<file path="config.mk">
export PLATFORM = sky130hd
export DESIGN_NAME = sof_length_frame_extractor_top_flat
export DESIGN_NICKNAME = d
export VERILOG_FILES = /design/src/design/sofx_pkg.sv /design/src/design/sofx_stream_if.sv /design/src/design/sofx_front.sv /design/src/design/sofx_queue.sv /design/src/design/sofx_back.sv /design/src/design/sof_length_frame_extractor_top.sv /design/src/flat_wrapper.sv
export SDC_FILE = /design/constraint.sdc
export NUM_CORES = 1
export LEC_CHECK = 0
export ABC_AREA = 0
export BUFFER_PORTS_ARGS = -buffer_cell sky130_fd_sc_hd__buf_4
export CAP_MARGIN = 25
export CORE_ASPECT_RATIO = 0.7
export CORE_MARGIN = 2
export CORE_UTILIZATION = 40
export CTS_CLUSTER_DIAMETER = 40
export DETAILED_ROUTE_END_ITERATION = 8
export MAX_ROUTING_LAYER = met4
export SYNTH_ARGS = -nofsm -noshare
export SYNTH_HDL_FRONTEND = slang
export SYNTH_SLANG_ARGS = --single-unit
</file>
<file path="constraint.sdc">
create_clock -name clk -period 4.75 [get_ports clk]
set_clock_uncertainty 0.2 [all_clocks]
set_input_delay 0.2375 -clock clk [delete_from_list [all_inputs] [get_ports clk]]
set_output_delay 0.2375 -clock clk [all_outputs]
set_load 0.1 [all_outputs]
</file>
<file path="src/design/sofx_pkg.sv">
// shared constants, payload types and control structs for the start-of-frame deframer
`timescale 1ns / 1ps
`default_nettype none

package sofx_pkg;

    // default frame geometry
    localparam int HEADER_BYTES_DEF  = 7;
    localparam int TRAILER_BYTES_DEF = 2;
    localparam int MAX_PAYLOAD_DEF   = 256;

    // field widths
    localparam int BYTE_W   = 8;
    localparam int POS_W    = 9;
    localparam int MAXLEN_W = 9;
    localparam int LEN_W    = 16;

    // start pattern and header layout
    localparam logic [BYTE_W-1:0] SOF_FIRST  = 8'hAA;
    localparam logic [BYTE_W-1:0] SOF_SECOND = 8'h55;
    localparam int SOF_BYTES   = 2;
    localparam int LEN_POS_A   = 5;
    localparam int LEN_POS_B   = 6;

    // queue between classifier and result generator
    localparam int QUEUE_DEPTH = 4;

    // register port
    localparam int APB_ADDR_W = 3;
    localparam int APB_DATA_W = 32;
    localparam logic REG_MAX_LEN    = 1'b0;
    localparam logic REG_LEN_ENDIAN = 1'b1;
    localparam logic [MAXLEN_W-1:0] MAX_LEN_RESET = 9'd256;

    typedef struct packed {
        logic [BYTE_W-1:0] rx_byte;
    } in_item_t;

    typedef struct packed {
        logic [BYTE_W-1:0] data_byte;
        logic [POS_W-1:0]  position;
        logic              frame_end;
        logic              frame_dropped;
        logic              run_last;
    } out_item_t;

    typedef struct packed {
        logic [MAXLEN_W-1:0] max_len;
        logic                big_endian;
    } cfg_t;

    // one classified byte; is_sof stands for the two start bytes
    typedef struct packed {
        logic [BYTE_W-1:0] data_byte;
        logic [POS_W-1:0]  position;
        logic              frame_end;
        logic              frame_dropped;
        logic              is_sof;
    } entry_t;

    typedef struct packed {
        logic full;
        logic empty;
    } queue_status_t;

endpackage

`default_nettype wire

</file>
<file path="src/design/sofx_stream_if.sv">
// valid/ready stream interface with a typed payload
`timescale 1ns / 1ps
`default_nettype none

interface sofx_stream_if #(
    parameter type payload_t = logic [7:0]
) ();
    logic     valid;
    logic     ready;
    payload_t payload;

    modport source (output valid, output payload, input ready);
    modport sink   (input valid, input payload, output ready);
endinterface

`default_nettype wire

</file>
<file path="src/design/sofx_front.sv">
// byte classifier: start hunt, header parse, length check and frame count
`timescale 1ns / 1ps
`default_nettype none

module sofx_front #(
    parameter int HEADER_BYTES  = sofx_pkg::HEADER_BYTES_DEF,
    parameter int TRAILER_BYTES = sofx_pkg::TRAILER_BYTES_DEF,
    parameter int MAX_PAYLOAD   = sofx_pkg::MAX_PAYLOAD_DEF
) (
    input  wire                     clk,
    input  wire                     rst_n,
    sofx_stream_if.sink             rx,
    input  sofx_pkg::cfg_t          cfg,
    input  sofx_pkg::queue_status_t q_status,
    output logic                    push,
    output sofx_pkg::entry_t        push_entry
);

    localparam int TOTAL_MAX = HEADER_BYTES + MAX_PAYLOAD + TRAILER_BYTES;
    localparam int CW_RAW    = $clog2(TOTAL_MAX + 1);
    localparam int COUNT_W   = (CW_RAW > sofx_pkg::POS_W) ? CW_RAW : sofx_pkg::POS_W;
    localparam int LEN_W     = sofx_pkg::LEN_W;

    localparam logic [COUNT_W-1:0] HDR_LAST  = COUNT_W'(HEADER_BYTES - 1);
    localparam logic [COUNT_W-1:0] FIXED_LEN = COUNT_W'(HEADER_BYTES + TRAILER_BYTES);
    localparam logic [COUNT_W-1:0] SOF_COUNT = COUNT_W'(sofx_pkg::SOF_BYTES);
    localparam logic [COUNT_W-1:0] POS_A     = COUNT_W'(sofx_pkg::LEN_POS_A);
    localparam logic [COUNT_W-1:0] POS_B     = COUNT_W'(sofx_pkg::LEN_POS_B);
    localparam logic [LEN_W-1:0]   MAX_PAY   = LEN_W'(MAX_PAYLOAD);

    typedef enum logic [3:0] {
        ST_HUNT1  = 4'b0001,
        ST_HUNT2  = 4'b0010,
        ST_HEADER = 4'b0100,
        ST_BODY   = 4'b1000
    } state_t;

    state_t                          state_reg, state_next;
    logic [COUNT_W-1:0]              count_reg, count_next;
    logic [COUNT_W-1:0]              total_reg, total_next;
    logic [LEN_W-1:0]                payload_len_reg, payload_len_next;
    logic [sofx_pkg::BYTE_W-1:0]     len_first_reg, len_first_next;

    logic                            accept;
    logic [sofx_pkg::BYTE_W-1:0]     b;
    logic [LEN_W-1:0]                assembled;
    logic [LEN_W-1:0]                len_now;
    logic [LEN_W-1:0]                limit;
    logic                            over;
    logic [COUNT_W-1:0]              total_now;
    logic [COUNT_W-1:0]              count_inc;

    assign rx.ready = !q_status.full;
    assign accept   = rx.valid && rx.ready;
    assign b        = rx.payload.rx_byte;

    always_comb
    begin
        assembled = cfg.big_endian ? {len_first_reg, b} : {b, len_first_reg};
        len_now   = (count_reg == POS_B) ? assembled : payload_len_reg;
        // register limit saturates at the build-time maximum
        limit     = (LEN_W'(cfg.max_len) > MAX_PAY) ? MAX_PAY : LEN_W'(cfg.max_len);
        over      = len_now > limit;
        // only used when the length is within the limit, so it fits
        total_now = FIXED_LEN + COUNT_W'(len_now);
        count_inc = count_reg + COUNT_W'(1);
    end

    always_comb
    begin
        state_next       = state_reg;
        count_next       = count_reg;
        total_next       = total_reg;
        payload_len_next = payload_len_reg;
        len_first_next   = len_first_reg;
        push             = 1'b0;
        push_entry       = '{data_byte:     b,
                             position:      count_reg[sofx_pkg::POS_W-1:0],
                             frame_end:     1'b0,
                             frame_dropped: 1'b0,
                             is_sof:        1'b0};
        if (accept)
        begin
            case (state_reg)
                ST_HUNT1:
                begin
                    if (b == sofx_pkg::SOF_FIRST)
                        state_next = ST_HUNT2;
                end
                ST_HUNT2:
                begin
                    if (b == sofx_pkg::SOF_SECOND)
                    begin
                        state_next        = ST_HEADER;
                        count_next        = SOF_COUNT;
                        push              = 1'b1;
                        push_entry.is_sof = 1'b1;
                    end
                    else if (b != sofx_pkg::SOF_FIRST)
                    begin
                        state_next = ST_HUNT1;
                    end
                end
                ST_HEADER:
                begin
                    push       = 1'b1;
                    count_next = count_inc;
                    if (count_reg == POS_A)
                        len_first_next = b;
                    if (count_reg == POS_B)
                        payload_len_next = assembled;
                    if (count_reg == HDR_LAST)
                    begin
                        if (over)
                        begin
                            push_entry.frame_dropped = 1'b1;
                            state_next               = ST_HUNT1;
                        end
                        else if (count_inc >= total_now)
                        begin
                            push_entry.frame_end = 1'b1;
                            state_next           = ST_HUNT1;
                        end
                        else
                        begin
                            state_next = ST_BODY;
                            total_next = total_now;
                        end
                    end
                end
                ST_BODY:
                begin
                    push       = 1'b1;
                    count_next = count_inc;
                    if (count_inc >= total_reg)
                    begin
                        push_entry.frame_end = 1'b1;
                        state_next           = ST_HUNT1;
                    end
                end
                default:
                begin
                    state_next = ST_HUNT1;
                end
            endcase
        end
    end

    always_ff @(posedge clk or negedge rst_n)
    begin
        if (!rst_n)
        begin
            state_reg       <= ST_HUNT1;
            count_reg       <= '0;
            total_reg       <= '0;
            payload_len_reg <= '0;
            len_first_reg   <= '0;
        end
        else
        begin
            state_reg       <= state_next;
            count_reg       <= count_next;
            total_reg       <= total_next;
            payload_len_reg <= payload_len_next;
            len_first_reg   <= len_first_next;
        end
    end

    // start pattern always opens the header at position two
    a_sof_opens_header: assert property (@(posedge clk) disable iff (!rst_n)
        accept && (state_reg == ST_HUNT2) && (b == sofx_pkg::SOF_SECOND)
        |=> (state_reg == ST_HEADER) && (count_reg == SOF_COUNT))
        else $error("start pattern did not open a header");

    // never push into a full queue
    a_no_push_full: assert property (@(posedge clk) disable iff (!rst_n)
        push |-> !q_status.full)
        else $error("push while queue full");

    a_header_range: assert property (@(posedge clk) disable iff (!rst_n)
        (state_reg == ST_HEADER) |-> (count_reg >= SOF_COUNT) && (count_reg <= HDR_LAST))
        else $error("header count out of range");

    a_body_range: assert property (@(posedge clk) disable iff (!rst_n)
        (state_reg == ST_BODY) |-> (count_reg < total_reg))
        else $error("body count past frame end");

endmodule

`default_nettype wire

</file>
<file path="src/design/sofx_queue.sv">
// short register queue between classifier and result generator
`timescale 1ns / 1ps
`default_nettype none

module sofx_queue #(
    parameter int DEPTH = sofx_pkg::QUEUE_DEPTH
) (
    input  wire                     clk,
    input  wire                     rst_n,
    input  logic                    push,
    input  sofx_pkg::entry_t        push_entry,
    input  logic                    pop,
    output sofx_pkg::entry_t        head,
    output sofx_pkg::queue_status_t status
);

    localparam int PTR_W = (DEPTH > 1) ? $clog2(DEPTH) : 1;
    localparam int CNT_W = $clog2(DEPTH + 1);
    localparam logic [PTR_W-1:0] PTR_LAST = PTR_W'(DEPTH - 1);
    localparam logic [CNT_W-1:0] CNT_FULL = CNT_W'(DEPTH);

    sofx_pkg::entry_t   slot_reg [DEPTH];
    logic [PTR_W-1:0]   wr_ptr_reg, wr_ptr_next;
    logic [PTR_W-1:0]   rd_ptr_reg, rd_ptr_next;
    logic [CNT_W-1:0]   count_reg, count_next;
    logic               do_push;
    logic               do_pop;

    assign status.full  = (count_reg == CNT_FULL);
    assign status.empty = (count_reg == '0);
    assign do_push      = push && !status.full;
    assign do_pop       = pop && !status.empty;
    assign head         = slot_reg[rd_ptr_reg];

    always_comb
    begin
        wr_ptr_next = wr_ptr_reg;
        rd_ptr_next = rd_ptr_reg;
        count_next  = count_reg;
        if (do_push)
            wr_ptr_next = (wr_ptr_reg == PTR_LAST) ? '0 : wr_ptr_reg + PTR_W'(1);
        if (do_pop)
            rd_ptr_next = (rd_ptr_reg == PTR_LAST) ? '0 : rd_ptr_reg + PTR_W'(1);
        if (do_push && !do_pop)
            count_next = count_reg + CNT_W'(1);
        else if (do_pop && !do_push)
            count_next = count_reg - CNT_W'(1);
    end

    always_ff @(posedge clk)
    begin
        if (do_push)
            slot_reg[wr_ptr_reg] <= push_entry;
    end

    always_ff @(posedge clk or negedge rst_n)
    begin
        if (!rst_n)
        begin
            wr_ptr_reg <= '0;
            rd_ptr_reg <= '0;
            count_reg  <= '0;
        end
        else
        begin
            wr_ptr_reg <= wr_ptr_next;
            rd_ptr_reg <= rd_ptr_next;
            count_reg  <= count_next;
        end
    end

    a_count_bound: assert property (@(posedge clk) disable iff (!rst_n)
        count_reg <= CNT_FULL)
        else $error("queue count above depth");

endmodule

`default_nettype wire

</file>
<file path="src/design/sofx_back.sv">
// result generator: expands queue entries into output transactions
`timescale 1ns / 1ps
`default_nettype none

module sofx_back (
    input  wire                     clk,
    input  wire                     rst_n,
    input  sofx_pkg::entry_t        head,
    input  sofx_pkg::queue_status_t q_status,
    output logic                    pop,
    sofx_stream_if.source           frames
);

    logic                 out_valid_reg, out_valid_next;
    sofx_pkg::out_item_t  out_item_reg, out_item_next;
    logic                 second_reg, second_next;
    logic                 load;

    assign load           = !out_valid_reg || frames.ready;
    assign frames.valid   = out_valid_reg;
    assign frames.payload = out_item_reg;

    always_comb
    begin
        out_valid_next = out_valid_reg;
        out_item_next  = out_item_reg;
        second_next    = second_reg;
        pop            = 1'b0;
        if (load)
        begin
            out_valid_next = !q_status.empty;
            if (!q_status.empty)
            begin
                if (head.is_sof)
                begin
                    // start pattern: two transactions, entry retired on the second
                    out_item_next.frame_end     = 1'b0;
                    out_item_next.frame_dropped = 1'b0;
                    if (!second_reg)
                    begin
                        out_item_next.data_byte = sofx_pkg::SOF_FIRST;
                        out_item_next.position  = '0;
                        out_item_next.run_last  = 1'b0;
                        second_next             = 1'b1;
                    end
                    else
                    begin
                        out_item_next.data_byte = sofx_pkg::SOF_SECOND;
                        out_item_next.position  = sofx_pkg::POS_W'(1);
                        out_item_next.run_last  = 1'b1;
                        second_next             = 1'b0;
                        pop                     = 1'b1;
                    end
                end
                else
                begin
                    out_item_next.data_byte     = head.data_byte;
                    out_item_next.position      = head.position;
                    out_item_next.frame_end     = head.frame_end;
                    out_item_next.frame_dropped = head.frame_dropped;
                    out_item_next.run_last      = 1'b1;
                    pop                         = 1'b1;
                end
            end
        end
    end

    always_ff @(posedge clk)
    begin
        out_item_reg <= out_item_next;
    end

    always_ff @(posedge clk or negedge rst_n)
    begin
        if (!rst_n)
        begin
            out_valid_reg <= 1'b0;
            second_reg    <= 1'b0;
        end
        else
        begin
            out_valid_reg <= out_valid_next;
            second_reg    <= second_next;
        end
    end

    // the start entry stays at the head until its second transaction is loaded
    a_second_has_entry: assert property (@(posedge clk) disable iff (!rst_n)
        second_reg |-> !q_status.empty && head.is_sof)
        else $error("second start transaction without its entry");

endmodule

`default_nettype wire

</file>
<file path="src/design/sof_length_frame_extractor_top.sv">
// top level of the start-of-frame length-prefixed deframer with its register port
//
//   channel  role    transaction payload
//   -------  ------  -----------------------------------------------------------
//   rx       sink    rx_byte
//   frames   source  data_byte, position, frame_end, frame_dropped, run_last
//   apb      slave   max_payload_len at 0x0, length_big_endian at 0x4
//
// one byte is taken per cycle while the classifier queue has room; a taken
// byte is written into the queue, then loaded into the output register.
// the start pattern produces two output transactions from one queue entry,
// so that byte holds the result generator for both; the queue absorbs it.
// reset clears parse state, queue pointers and the output valid; registers
// return to max_payload_len 256 and little-endian length.
// a stall on frames fills the queue; rx.ready drops only when the queue is full.
`timescale 1ns / 1ps
`default_nettype none

module sof_length_frame_extractor_top #(
    parameter int HEADER_BYTES  = sofx_pkg::HEADER_BYTES_DEF,
    parameter int TRAILER_BYTES = sofx_pkg::TRAILER_BYTES_DEF,
    parameter int MAX_PAYLOAD   = sofx_pkg::MAX_PAYLOAD_DEF
) (
    input  wire                              clk,
    input  wire                              rst_n,
    sofx_stream_if.sink                      rx,
    sofx_stream_if.source                    frames,
    input  wire                              psel,
    input  wire                              penable,
    input  wire                              pwrite,
    input  wire  [sofx_pkg::APB_ADDR_W-1:0]  paddr,
    input  wire  [sofx_pkg::APB_DATA_W-1:0]  pwdata,
    output logic [sofx_pkg::APB_DATA_W-1:0]  prdata,
    output logic                             pready
);

    // configuration registers
    logic [sofx_pkg::MAXLEN_W-1:0] max_len_reg, max_len_next;
    logic                          big_endian_reg, big_endian_next;
    logic                          reg_index;
    logic                          cfg_write;
    sofx_pkg::cfg_t                cfg;

    // front to back
    logic                          push;
    logic                          pop;
    sofx_pkg::entry_t              push_entry;
    sofx_pkg::entry_t              head;
    sofx_pkg::queue_status_t       q_status;

    assign pready    = 1'b1;
    // word address selects the register; byte offset within the word is ignored
    assign reg_index = paddr[2];
    assign cfg_write = psel && penable && pwrite && pready;

    always_comb
    begin
        max_len_next    = max_len_reg;
        big_endian_next = big_endian_reg;
        if (cfg_write)
        begin
            case (reg_index)
                sofx_pkg::REG_MAX_LEN:    max_len_next    = pwdata[sofx_pkg::MAXLEN_W-1:0];
                sofx_pkg::REG_LEN_ENDIAN: big_endian_next = pwdata[0];
                default:                  ;
            endcase
        end
    end

    always_comb
    begin
        case (reg_index)
            sofx_pkg::REG_MAX_LEN:
                prdata = sofx_pkg::APB_DATA_W'(max_len_reg);
            sofx_pkg::REG_LEN_ENDIAN:
                prdata = sofx_pkg::APB_DATA_W'(big_endian_reg);
            default:
                prdata = '0;
        endcase
    end

    always_ff @(posedge clk or negedge rst_n)
    begin
        if (!rst_n)
        begin
            max_len_reg    <= sofx_pkg::MAX_LEN_RESET;
            big_endian_reg <= 1'b0;
        end
        else
        begin
            max_len_reg    <= max_len_next;
            big_endian_reg <= big_endian_next;
        end
    end

    assign cfg.max_len    = max_len_reg;
    assign cfg.big_endian = big_endian_reg;

    // classifier: hunts the start pattern and tags every frame byte
    sofx_front #(
        .HEADER_BYTES  (HEADER_BYTES),
        .TRAILER_BYTES (TRAILER_BYTES),
        .MAX_PAYLOAD   (MAX_PAYLOAD)
    ) u_front (
        .clk        (clk),
        .rst_n      (rst_n),
        .rx         (rx),
        .cfg        (cfg),
        .q_status   (q_status),
        .push       (push),
        .push_entry (push_entry)
    );

    // decouples the input from output stalls
    sofx_queue #(
        .DEPTH (sofx_pkg::QUEUE_DEPTH)
    ) u_queue (
        .clk        (clk),
        .rst_n      (rst_n),
        .push       (push),
        .push_entry (push_entry),
        .pop        (pop),
        .head       (head),
        .status     (q_status)
    );

    // result generator with output register
    sofx_back u_back (
        .clk      (clk),
        .rst_n    (rst_n),
        .head     (head),
        .q_status (q_status),
        .pop      (pop),
        .frames   (frames)
    );

endmodule

`default_nettype wire

</file>
<file path="src/flat_wrapper.sv">
// flat-port wrapper written by rule: the top's interface ports become plain ports
module sof_length_frame_extractor_top_flat import sofx_pkg::*;
#(
    parameter int HEADER_BYTES  = sofx_pkg::HEADER_BYTES_DEF,
    parameter int TRAILER_BYTES = sofx_pkg::TRAILER_BYTES_DEF,
    parameter int MAX_PAYLOAD   = sofx_pkg::MAX_PAYLOAD_DEF
)
  (clk, rst_n, psel, penable, pwrite, paddr, pwdata, prdata, pready, rx_valid, rx_payload, rx_ready, frames_valid, frames_payload, frames_ready);
  sofx_stream_if #(.payload_t(in_item_t)) rx_i ();
  sofx_stream_if #(.payload_t(out_item_t)) frames_i ();
  input  wire clk;
  input  wire rst_n;
  input  wire psel;
  input  wire penable;
  input  wire pwrite;
  input  wire  [sofx_pkg::APB_ADDR_W-1:0] paddr;
  input  wire  [sofx_pkg::APB_DATA_W-1:0] pwdata;
  output logic [sofx_pkg::APB_DATA_W-1:0] prdata;
  output logic pready;
  input wire logic [$bits(rx_i.valid)-1:0] rx_valid;
  input wire logic [$bits(rx_i.payload)-1:0] rx_payload;
  output wire logic [$bits(rx_i.ready)-1:0] rx_ready;
  output wire logic [$bits(frames_i.valid)-1:0] frames_valid;
  output wire logic [$bits(frames_i.payload)-1:0] frames_payload;
  input wire logic [$bits(frames_i.ready)-1:0] frames_ready;
  assign rx_i.valid = rx_valid;
  assign rx_i.payload = rx_payload;
  assign rx_ready = rx_i.ready;
  assign frames_valid = frames_i.valid;
  assign frames_payload = frames_i.payload;
  assign frames_i.ready = frames_ready;
  sof_length_frame_extractor_top #(.HEADER_BYTES(HEADER_BYTES), .TRAILER_BYTES(TRAILER_BYTES), .MAX_PAYLOAD(MAX_PAYLOAD)) u_core (.clk(clk), .rst_n(rst_n), .rx(rx_i), .frames(frames_i), .psel(psel), .penable(penable), .pwrite(pwrite), .paddr(paddr), .pwdata(pwdata), .prdata(prdata), .pready(pready));
endmodule
</file>
Word level (Yosys, flattened, before mapping). Memories as Yosys holds them, arrays and structs flattened. Index checks and enable logic that the tools add are counted.

$add $sub $neg: 6. $mul: 0. Divide/modulo/power cells: 0. $lt $le $gt $ge: 4. Equal/unequal tests: 17. Shifts and indexed selects: 0. Multiplexer cells: 39. Bitwise logic cells: 4. Reductions and logical operators: 26.

Operators by type and width (number): 32-bit one-hot mux with 2 select lines (1); 16-bit 2-to-1 mux (2); 4-bit 2-to-1 mux (7); 20-bit 2-to-1 mux (1); 9-bit by 3-bit == test with 1-bit output, second input constant (2); 9-bit greater-or-equal comparator (2); 9-bit 2-to-1 mux (2); 9-bit one-hot mux with 2 select lines (1); 17-bit 2-to-1 mux (1); 16-bit by 9-bit greater-than comparator with 1-bit output (1); 4-bit one-hot mux with 4 select lines (1); 1-bit 2-to-1 mux (15); 5-bit AND reduction (2); 4-bit by 9-bit adder with 9-bit output, first input constant (1); 9-bit by 1-bit adder with 9-bit output, second input constant (1); 9-bit greater-than comparator, second input constant (1); 3-bit 2-to-1 mux (3); 3-bit AND reduction (3); 8-bit by 7-bit == test with 1-bit output, second input constant (1); 8-bit == test, second input constant (1); 2-bit inequality test, second input constant (4); 8-bit inequality test, second input constant (1); 2-bit AND reduction (4); 1-bit logical AND (7); 18 further kinds (31).

Flip-flop bits (word level): 85. Latch bits: 0. Memory bits (writable): 80. ROM bits: 0. Input bits: 50. Output and inout bits: 55. Memories kept: 1.

Memories: u_core.u_queue.slot_reg (depth 4, bits a word 20, read ports 1, clocked after memory_dff 0, write ports 1, RTL line sofx_queue.sv:22) `sofx_pkg::entry_t slot_reg [DEPTH];`.

Depth between registers and ports, before layout. Gate-level depths: netlist of the first run.

Depth after elaboration: 9. Mapped depth: 17. Depth with buffers taken out: 15.

Modules after synthesis. A second synthesis of the first run with hierarchy kept.

Cell total of the unflattened synthesis: 621. Area total of the unflattened synthesis: 8269.2 um2.

Modules (own cells, without submodules): sofx_front (instances 1, cells an instance 362, area each 3388.2 um2); sofx_queue (instances 1, cells an instance 141, area each 3340.7 um2); sofx_back (instances 1, cells an instance 60, area each 872.1 um2); sof_length_frame_extractor_top (instances 1, cells an instance 58, area each 668.1 um2).

Least setup slack after synthesis of the first run. OpenSTA, ideal clock, no wires.

Kind: register to register. Start point: register u_core.u_front.count_reg[0]. End point: register u_core.u_front.total_reg[0]. Library setup time: 125 ps. Arrival: 3467 ps. Slack: 958 ps. Cell stages (with the launch flop): 17. Buffers on the path: 3. Period minus slack after synthesis: 3792 ps. Cells stage by stage: dfrtp_1 > inv_1 > ha_1 > nor4b_4 > nand2_2 > buf_6 > buf_2 > o21ai_0 > ha_1 > nor2b_1 > o211ai_1 > a21oi_1 > a2111oi_2 > o22ai_2 > nor4_4 > buf_6 > mux2_4.

Word-level cells in the longest chain between the ends: 6. Elaborated cells on any way between the ends: 9.

RTL lines: start: declaration (RTL line sofx_front.sv:39) `logic [COUNT_W-1:0] count_reg, count_next;`; start signal: assignment (RTL line sofx_front.sv:162) `count_reg <= count_next;`; 9-bit by 3-bit == test with 1-bit output (RTL line sofx_front.sv:60, sofx_front.sv:112); 16-bit 2-to-1 mux; 4-bit by 9-bit adder with 9-bit output (RTL line sofx_front.sv:65) `total_now = FIXED_LEN + COUNT_W'(len_now);`; 9-bit greater-or-equal comparator (RTL line sofx_front.sv:119) `else if (count_inc >= total_now)`; 1-bit inverter (no source line); 5-bit AND reduction (no source line); end signal: assignment (RTL line sofx_front.sv:163) `total_reg <= total_next;`; end: declaration (RTL line sofx_front.sv:40) `logic [COUNT_W-1:0] total_reg, total_next;`.

Several ways; a longest one is shown, not always the timed one. A chain may end at the register's enable or synchronous reset.

==> flow_summary.json, run 1 <==
{
  "synth_edf_count": 100,
  "drc_errors": 0,
  "fmax_mhz": 233,
  "coreArea_um2": 19800,
  "hold_violations": 0,
  "fp.dieH_um": 123,
  "cellLeakagePower_uw": 0.00401,
  "rsz0062_at_grt": "no",
  "cts_resized": 0,
  "cts.path.max_buffers": 2,
  "clock-sinks": 165,
  "synth_common_cells": "edfxtp_1 (100), dfrtp_1 (63), nand2_1 (38), ha_1 (36)",
  "cts_tree": "yes",
  "slew_viol_final": 0,
  "syn2layout_area_growth_pct": 18.4,
  "die_area_um2": 21400,
  "power_uw": 4710,
  "drv_cap": 0,
  "yosys.area.top_type": "edfxtp_1",
  "pre_cts_slack_ps": 489,
  "insertion_delay_ps": 430,
  "ys_seq_area_frac": 0.573,
  "postCtsSetupRepairBufs": 0,
  "ys_ff_latch": 165,
  "fill_cells": 1757,
  "grt_usage": 0.164,
  "fin_ws_ps": 452,
  "first_pass_iters": 5,
  "grt-ovfl-total": 0,
  "final_nets": 785,
  "first_iter_violations": 279,
  "grt_pass1_wl_um": 26200,
  "antenna_cells": 0,
  "tns_ps": 0,
  "wire_per_inst_um": 16.2,
  "post-place-cells": 928,
  "viasPerCell": 4.99,
  "cp_max_fo": 23,
  "cp.required_ps": 4690,
  "synth_top_area_share": 0.372,
  "die_w_um": 174,
  "instances_no_fill": 981,
  "numPortBuffers": 55,
  "gp_congestion": 0.825,
  "cts_made_buffers": 17,
  "largest_reg_flops": 80,
  "end_kind": "register",
  "ant_nets": 0,
  "drive_gt1_frac": 0.242,
  "synthMostInstantiatedCell": "edfxtp_1",
  "status": "finished, final reports clean",
  "syn_inst": 606,
  "worstMarginPinSlew_ps": 866,
  "cts-htree-levels": 4,
  "ys_async_sr_fraction": 0.394,
  "holdBufCountCts": 21,
  "timing.final.crit_period_ps": 4300,
  "num_vias": 4894,
  "netlist_area_um2": 8080,
  "io_pins": 105,
  "p_per_area_nw_per_um2": 493,
  "post_synth_num_cell_types": 63,
  "critical_path_class": "register to register",
  "routed_wl_um": 15900,
  "num_rows": 43,
  "slew_headroom": 0.423,
  "grt_pass1_vias": 4944,
  "grt_start_max_net_pins": 66,
  "ir_drop_mv": 0.243,
  "avgSynthCellArea_um2": 13.3,
  "start_util": 0.408,
  "setup_viol": 0,
  "clk_pin_slew_ps": 70,
  "timing.final.crit_share": 0.905,
  "arrival_ps": 4230,
  "dp_hpwl_um": 10800,
  "min_path_type": "input port to register",
  "cts_root_buf": "clkbuf_16",
  "startpoint_type": "register",
  "antenna_found_initial": 0,
  "yosys_warnings": 0,
  "synthTopCellsByArea": "edfxtp_1 (37%), dfrtp_1 (20%), ha_1 (5.6%)",
  "final_util": 0.483,
  "ys.flop_type": "edfxtp_1"
}
## through the flow
| step | instance area, um2 | hold WS, ps |
|---|---|---|
| 2_1_floorplan | 8160 | -258 |
| 3_3_place_gp | 8760 | 216 |
| 3_5_place_dp | 8760 | 223 |
| 4_1_cts | 9570 | 134 |
| 5_1_grt | 9570 | 167 |
| 6_report | 9570 | 146 |
## worst max-delay path, cell delays in order (launching register included)
cell	delay (ps)
dfrtp_1	580
nor4b_4	420
nand2_2	410
mux2i_2	320
a21oi_2	270
nand2_1	100
xor2_1	180
ha_1	350
nand4_1	100
a21oi_1	130
o211ai_1	110
nand2_1	210
nand2_1	80
o21ai_0	530
## power by group
| part | internal, uW | switching (uW) | total [uW] |
|---|---|---|---|
| Combinational | 483 | 1060 | 1540 |
| Clock | 794 | 604 | 1400 |
| Sequential | 1690 | 86.6 | 1780 |
## layer usage
layer,wire length (um),track usage,up-vias
li1,-,-,2349
met1,7850,0.230,2413
met2,7070,0.245,120
met3,840,0.0394,12
met4,114,0.0368,0
met5,0,-,-
## cell type report
class                   count  area (um2)  share of cell area
repair buffers             91         736              0.0769
clock inverters            13         159              0.0166
inverters                  33         124              0.0129
flip-flops and latches    165        4630               0.484
multi-input cells         390        3140               0.329
well taps                 270         338              0.0353
clock buffers              19         433              0.0453
## cell usage in the layout (no fill, tap or decap), types with 17 or more instances in the layout
cell	instances
dfrtp_1	63
edfxtp_1	100
a21oi_1	24
conb_1	24
nor2b_1	20
clkbuf_16	17
ha_1	36
mux4_2	20
o21ai_0	28
dlygate4sd3_1	21
inv_1	31
buf_4	70
mux2i_1	22
nand2_1	38
nor2_1	31
mux2_2	27
## final timing paths
| path | from | to | slack [ps] | cells after the start |
|---|---|---|---|---|
| worst min-delay path | rx_valid | u_core.u_front.state_reg[2]$_DFFE_PN0P_ | 150 | 4 |
| worst max-delay path | u_core.u_front.count_reg[2]$_DFFE_PN0P_ | u_core.u_queue.slot_reg[2][2]$_DFFE_PP_ | 450 | 13 |
| worst min register to register | u_core.u_front.payload_len_reg[2]$_DFFE_PN0P_ | u_core.u_front.payload_len_reg[2]$_DFFE_PN0P_ | 290 | 2 |
| min in group asynchronous | rst_n | u_core.u_front.total_reg[5]$_DFFE_PN0P_ | 260 | 2 |
| worst max register to register | u_core.u_front.count_reg[2]$_DFFE_PN0P_ | u_core.u_queue.slot_reg[2][2]$_DFFE_PP_ | 450 | 13 |
| max in group asynchronous | rst_n | u_core.u_queue.wr_ptr_reg[1]$_DFFE_PN0P_ | 3510 | 2 |
## cell families (layout without fill, tap and decap cells)
logic type / Yosys count / after routing / share of synthesized area
other: 2 / 24 / 0.000930
DFF: 165 / 165 / 0.573
AOI/OAI and AO/OA: 87 / 87 / 0.0678
xor gates and xnor gates: 20 / 20 / 0.0217
muxes: 72 / 72 / 0.126
and+or+nand+nor: 150 / 150 / 0.104
adders and majority gates: 37 / 37 / 0.0582
buffers and inverters: 73 / 156 / 0.0482
No activity file was read; power rests on OpenSTA's default activity.
==> run 2, diff against run 1 <==
Settings changed: PLACE_DENSITY_LB_ADDON from default to 0.05.
==> flow_summary.json, run 2 (synthesis gave the netlist of run 1 again) <==
{
  "status": "finished, final reports clean",
  "pre_cts_slack_ps": 519,
  "cp_max_fo": 15,
  "critical_path_class": "register to register",
  "hold_violations": 0,
  "r2r.worst_path.cells": 14,
  "tns_ps": 0,
  "timing.final.crit_period_ps": 4190,
  "p_per_area_nw_per_um2": 491,
  "num_rows": 43,
  "wire_per_inst_um": 17.1,
  "start_util": 0.408,
  "rsz0062_at_grt": "no",
  "cp_num_buf_inv": 1,
  "critPathMaxStageDelay_ps": 540,
  "syn2layout_area_growth_pct": 18.7,
  "slew_viol_final": 0,
  "min_path_type": "input port to register",
  "largest_reg_flops": 80,
  "cp.required_ps": 4870,
  "grt_usage": 0.173,
  "critical-path-slowest-cell": "dfrtp_1",
  "coreArea_um2": 19800,
  "postCtsSetupRepairBufs": 0,
  "die_area_um2": 21400,
  "routed_wl_um": 16800,
  "cellLeakagePower_uw": 0.00403,
  "cts_made_buffers": 17,
  "insertion_delay_ps": 430,
  "fmax_mhz": 239,
  "clk_pin_slew_ps": 70,
  "min_to": "u_core.u_front.state_reg[2]$_DFFE_PN0P_",
  "final_common_cell": "edfxtp_1",
  "r2r_start": "u_core.u_front.count_reg[5]$_DFFE_PN0P_",
  "layout_common_cells": "edfxtp_1 (100), buf_4 (70), dfrtp_1 (63), nand2_1 (38), ha_1 (36)",
  "timing.final.crit_share": 0.882,
  "cts.path.max_buffers": 2,
  "cts_tree": "yes",
  "drv_cap": 0,
  "antenna_found_initial": 0,
  "first_iter_violations": 192,
  "setup_viol": 0,
  "cts-htree-levels": 4,
  "grt-ovfl-total": 0,
  "die_w_um": 174,
  "r2r_end": "u_core.u_front.total_reg[0]$_DFFE_PN0P_",
  "cts_root_buf": "clkbuf_16",
  "viasPerCell": 5.01,
  "worstMarginPinSlew_ps": 908,
  "ant_nets": 0,
  "crit_chain": "nor4b_4 > nand2_2 > mux2i_2 > a21oi_2 > nand2_1 > xor2_1 > ha_1 > a21oi_1 > o21ai_0 > o211ai_1 > nand2_1 > nor4_4 > buf_4 > mux2_4",
  "drive_gt1_frac": 0.246,
  "hp-start": "rx_valid",
  "cpMostUsedCell": "nand2_1",
  "end_kind": "register",
  "num_vias": 4915,
  "fp.dieH_um": 123,
  "fin_ws_ps": 563,
  "ir_drop_mv": 0.200,
  "r2r_slack_ps": 560,
  "startpoint_type": "register",
  "io_pins": 105,
  "gp_congestion": 0.777,
  "dp_hpwl_um": 11300,
  "hold_depth": 4,
  "clock-sinks": 165,
  "grt_pass1_vias": 4936,
  "grt_start_max_net_pins": 66,
  "numPortBuffers": 55,
  "drc_errors": 0,
  "slew_headroom": 0.395,
  "final_nets": 786,
  "first_pass_iters": 4,
  "grt_pass1_wl_um": 27100,
  "arrival_ps": 4300,
  "antenna_cells": 0,
  "crit_family": "simple AND/OR/NAND/NOR gates"
}
[run 2: timing repair]
| item | 4_1_cts | 5_1_grt |
|---|---|---|
| gates resized for setup | 0 | 0 |
| hold buffers | 21 | 0 |
| endpoints found under the hold margin | 118 | 0 |
| endpoints found under the setup margin | 0 | 0 |
[run 2: final cells by class]
class / instances / area (um2)
Timing Repair Buffer: 92 / 751
Clock buffer: 17 / 425
Multi-Input combinational cell: 390 / 3140
Sequential cell: 165 / 4630
Clock inverter: 15 / 175
Tap cell: 270 / 338
Inverter: 33 / 124
Fill cell: 1810 / 10200
[run 2: power breakdown]
| part | internal (uW) | switching [uW] |
|---|---|---|
| Sequential | 1690 | 88.4 |
| Combinational | 485 | 1060 |
| Clock | 713 | 669 |
| Total | 2890 | 1820 |
[run 2: per-stage QoR]
stage | area [um2] | instances | hold slack [ps] | utilization | total power [uW]
finish | 9590 | 982 | 115 | 0.484 | 4710
global route | 9590 | 982 | 158 | 0.484 | 4930
CTS | 9570 | 981 | 113 | 0.484 | 4770
detailed placement | 8760 | 928 | 229 | 0.443 | 3360
global placement | 8760 | 928 | 225 | 0.443 | 3350
floorplan | 8160 | 628 | -258 | - | 3040
[run 2: routing by layer]
layer  share of wire  vias to the layer above  routed length [um]  GRT usage
met3           0.038                       18                 643     0.0387
met5               0                        -                   0          -
met4           0.011                        0                 184     0.0499
met1            0.50                     2434                8460      0.237
met2            0.45                       94                7520      0.260
li1                -                     2369                   -          -
[run 2: how the worst max path moves through the flow]
stage / end / slack, ps / depth (start not counted) / start
detailed placement: u_core.u_front.total_reg[0]$_DFFE_PN0P_ / 520 / 15 / u_core.u_front.count_reg[1]$_DFFE_PN0P_
finish: u_core.u_front.total_reg[0]$_DFFE_PN0P_ / 560 / 14 / u_core.u_front.count_reg[5]$_DFFE_PN0P_
CTS: u_core.u_front.total_reg[0]$_DFFE_PN0P_ / 500 / 15 / u_core.u_front.count_reg[1]$_DFFE_PN0P_
global route: u_core.u_front.total_reg[0]$_DFFE_PN0P_ / 150 / 15 / u_core.u_front.count_reg[1]$_DFFE_PN0P_
floorplan: u_core.u_front.total_reg[0]$_DFFE_PN0P_ / 960 / 16 / u_core.u_front.count_reg[0]$_DFFE_PN0P_
global placement: u_core.u_front.total_reg[0]$_DFFE_PN0P_ / 570 / 13 / u_core.u_front.count_reg[1]$_DFFE_PN0P_
[run 2: tightest hold or removal path, cell delays in order]
cell and delay [ps]:
buf_4 110, nand2_1 170, a21oi_2 70, o21bai_1 110
==> run 3, diff against run 2 <==
Settings changed: CELL_PAD_IN_SITES_DETAIL_PLACEMENT from default to 2, CELL_PAD_IN_SITES_GLOBAL_PLACEMENT from default to 2.
==> flow_summary.json, run 3 (synthesis gave the netlist of run 1 again) <==
{
  "cellLeakagePower_uw": 0.00404,
  "cts_root_buf": "clkbuf_16",
  "viasPerCell": 5.30,
  "drv_cap": 0,
  "critical_path_class": "register to register",
  "rsz0062_at_grt": "no",
  "antenna_found_initial": 0,
  "grt_pass1_vias": 5868,
  "fill_cells": 1975,
  "timing.final.crit_period_ps": 4420,
  "numPortBuffers": 55,
  "cts.path.max_buffers": 2,
  "min_path_type": "input port to register",
  "syn2layout_area_growth_pct": 18.8,
  "arrival_ps": 4570,
  "final_nets": 791,
  "slew_headroom": 0.606,
  "hold_violations": 0,
  "holdBufCountCts": 19,
  "clock-sinks": 165,
  "grt_pass1_wl_um": 35200,
  "worstMarginPinSlew_ps": 574,
  "coreArea_um2": 19800,
  "cp.required_ps": 4890,
  "start_util": 0.408,
  "ant_nets": 0,
  "crit_family": "simple AND/OR/NAND/NOR gates",
  "fp.dieH_um": 123,
  "postCtsSetupRepairBufs": 0,
  "cts_made_buffers": 17,
  "ir_drop_mv": 0.256,
  "critPathMaxStageDelay_ps": 580,
  "antenna_cells": 0,
  "cts_resized": 0,
  "wire_per_inst_um": 22.5,
  "crit_chain": "nor4b_4 > nand2_2 > mux2i_1 > inv_1 > ha_1 > a21o_1 > a21o_1 > a2111oi_2 > o22ai_2 > nor4_4 > buf_4 > mux2i_1",
  "cts_tree": "yes",
  "routed_wl_um": 22200,
  "grt_usage": 0.228,
  "hold_ws_ps": 12.9,
  "drive_gt1_frac": 0.247,
  "end_kind": "register",
  "slew_viol_final": 0,
  "p_per_area_nw_per_um2": 495,
  "num_vias": 5228,
  "layout_common_cells": "edfxtp_1 (100), buf_4 (77), dfrtp_1 (63), nand2_1 (38), ha_1 (36)",
  "dp_hpwl_um": 14900,
  "startpoint_type": "register",
  "clk_pin_slew_ps": 70,
  "timing.final.crit_share": 0.931,
  "fmax_mhz": 226,
  "num_rows": 43,
  "tns_ps": 0,
  "first_pass_iters": 7,
  "grt_start_max_net_pins": 66,
  "io_pins": 105,
  "insertion_delay_ps": 420,
  "final_common_cell": "edfxtp_1",
  "die_w_um": 174,
  "grt-ovfl-total": 0,
  "die_area_um2": 21400,
  "cts-htree-levels": 4,
  "largest_reg_flops": 80,
  "gp_congestion": 0.759,
  "drc_errors": 0,
  "first_iter_violations": 355,
  "critical-path-slowest-cell": "mux2i_1",
  "cp_max_fo": 18,
  "cp_num_buf_inv": 2,
  "setup_viol": 0,
  "status": "finished, final reports clean"
}
run 3: cell count changes in the layout (fill, tap and decap cells not counted), sizes merged:
cell	delta
buf	+7
dlygate4sd3	-2
clkinv	-2
clkinvlp	+2
inv	-5
bufinv	+2
clkbuf	+3
run 3: cell type report:
type                            count  area [um2]  area share
Sequential cell                   165        4630       0.482
Multi-Input combinational cell    390        3140       0.328
Timing Repair Buffer               97         796      0.0829
Clock buffer                       20         437      0.0455
Tap cell                          270         338      0.0352
Clock inverter                     12         130      0.0136
Inverter                           33         124      0.0129
run 3: path summary, 6_finish.rpt:
check / from / end / slack [ps] / depth (start not counted)
setup / recovery: u_core.u_front.count_reg[8]$_DFFE_PN0P_ / u_core.u_front.total_reg[6]$_DFFE_PN0P_ / 330 / 12
hold / removal: penable / u_core.big_endian_reg$_DFFE_PN0P_ / 10 / 3
setup reg to reg: u_core.u_front.count_reg[8]$_DFFE_PN0P_ / u_core.u_front.total_reg[6]$_DFFE_PN0P_ / 330 / 12
hold reg to reg: u_core.u_back.second_reg$_DFFE_PN0P_ / u_core.u_back.second_reg$_DFFE_PN0P_ / 320 / 1
max in group asynchronous: rst_n / u_core.u_front.state_reg[0]$_DFFE_PN1P_ / 3730 / 3
min in group asynchronous: rst_n / u_core.u_queue.rd_ptr_reg[0]$_DFFE_PN0P_ / 20 / 2
run 3: power by group:
| part | switching (uW) | internal [uW] |
|---|---|---|
| clock | 588 | 777 |
| sequential | 101 | 1690 |
| combinational | 1110 | 486 |
run 3: tightest hold or removal path: stages:
cell and delay (ps):
buf_4 110, nand4_1 90, mux2_2 150
run 3: routing by layer:
metal	global-route usage	up-vias	wire length, um
li1	-	2364	-
met1	0.303	2752	10300
met2	0.374	98	11000
met3	0.0360	14	694
met4	0.0562	0	212
met5	-	-	0
run 3: stage by stage:
stage	std cells	area (um2)	setup slack, ps	util	power [uW]
2_1_floorplan	628	8160	958	-	3040
3_3_place_gp	935	8820	520	0.445	3330
3_5_place_dp	935	8820	436	0.445	3410
4_1_cts	986	9570	370	0.484	4800
5_1_grt	987	9600	32.8	0.485	4970
6_report	987	9600	329	0.485	4750
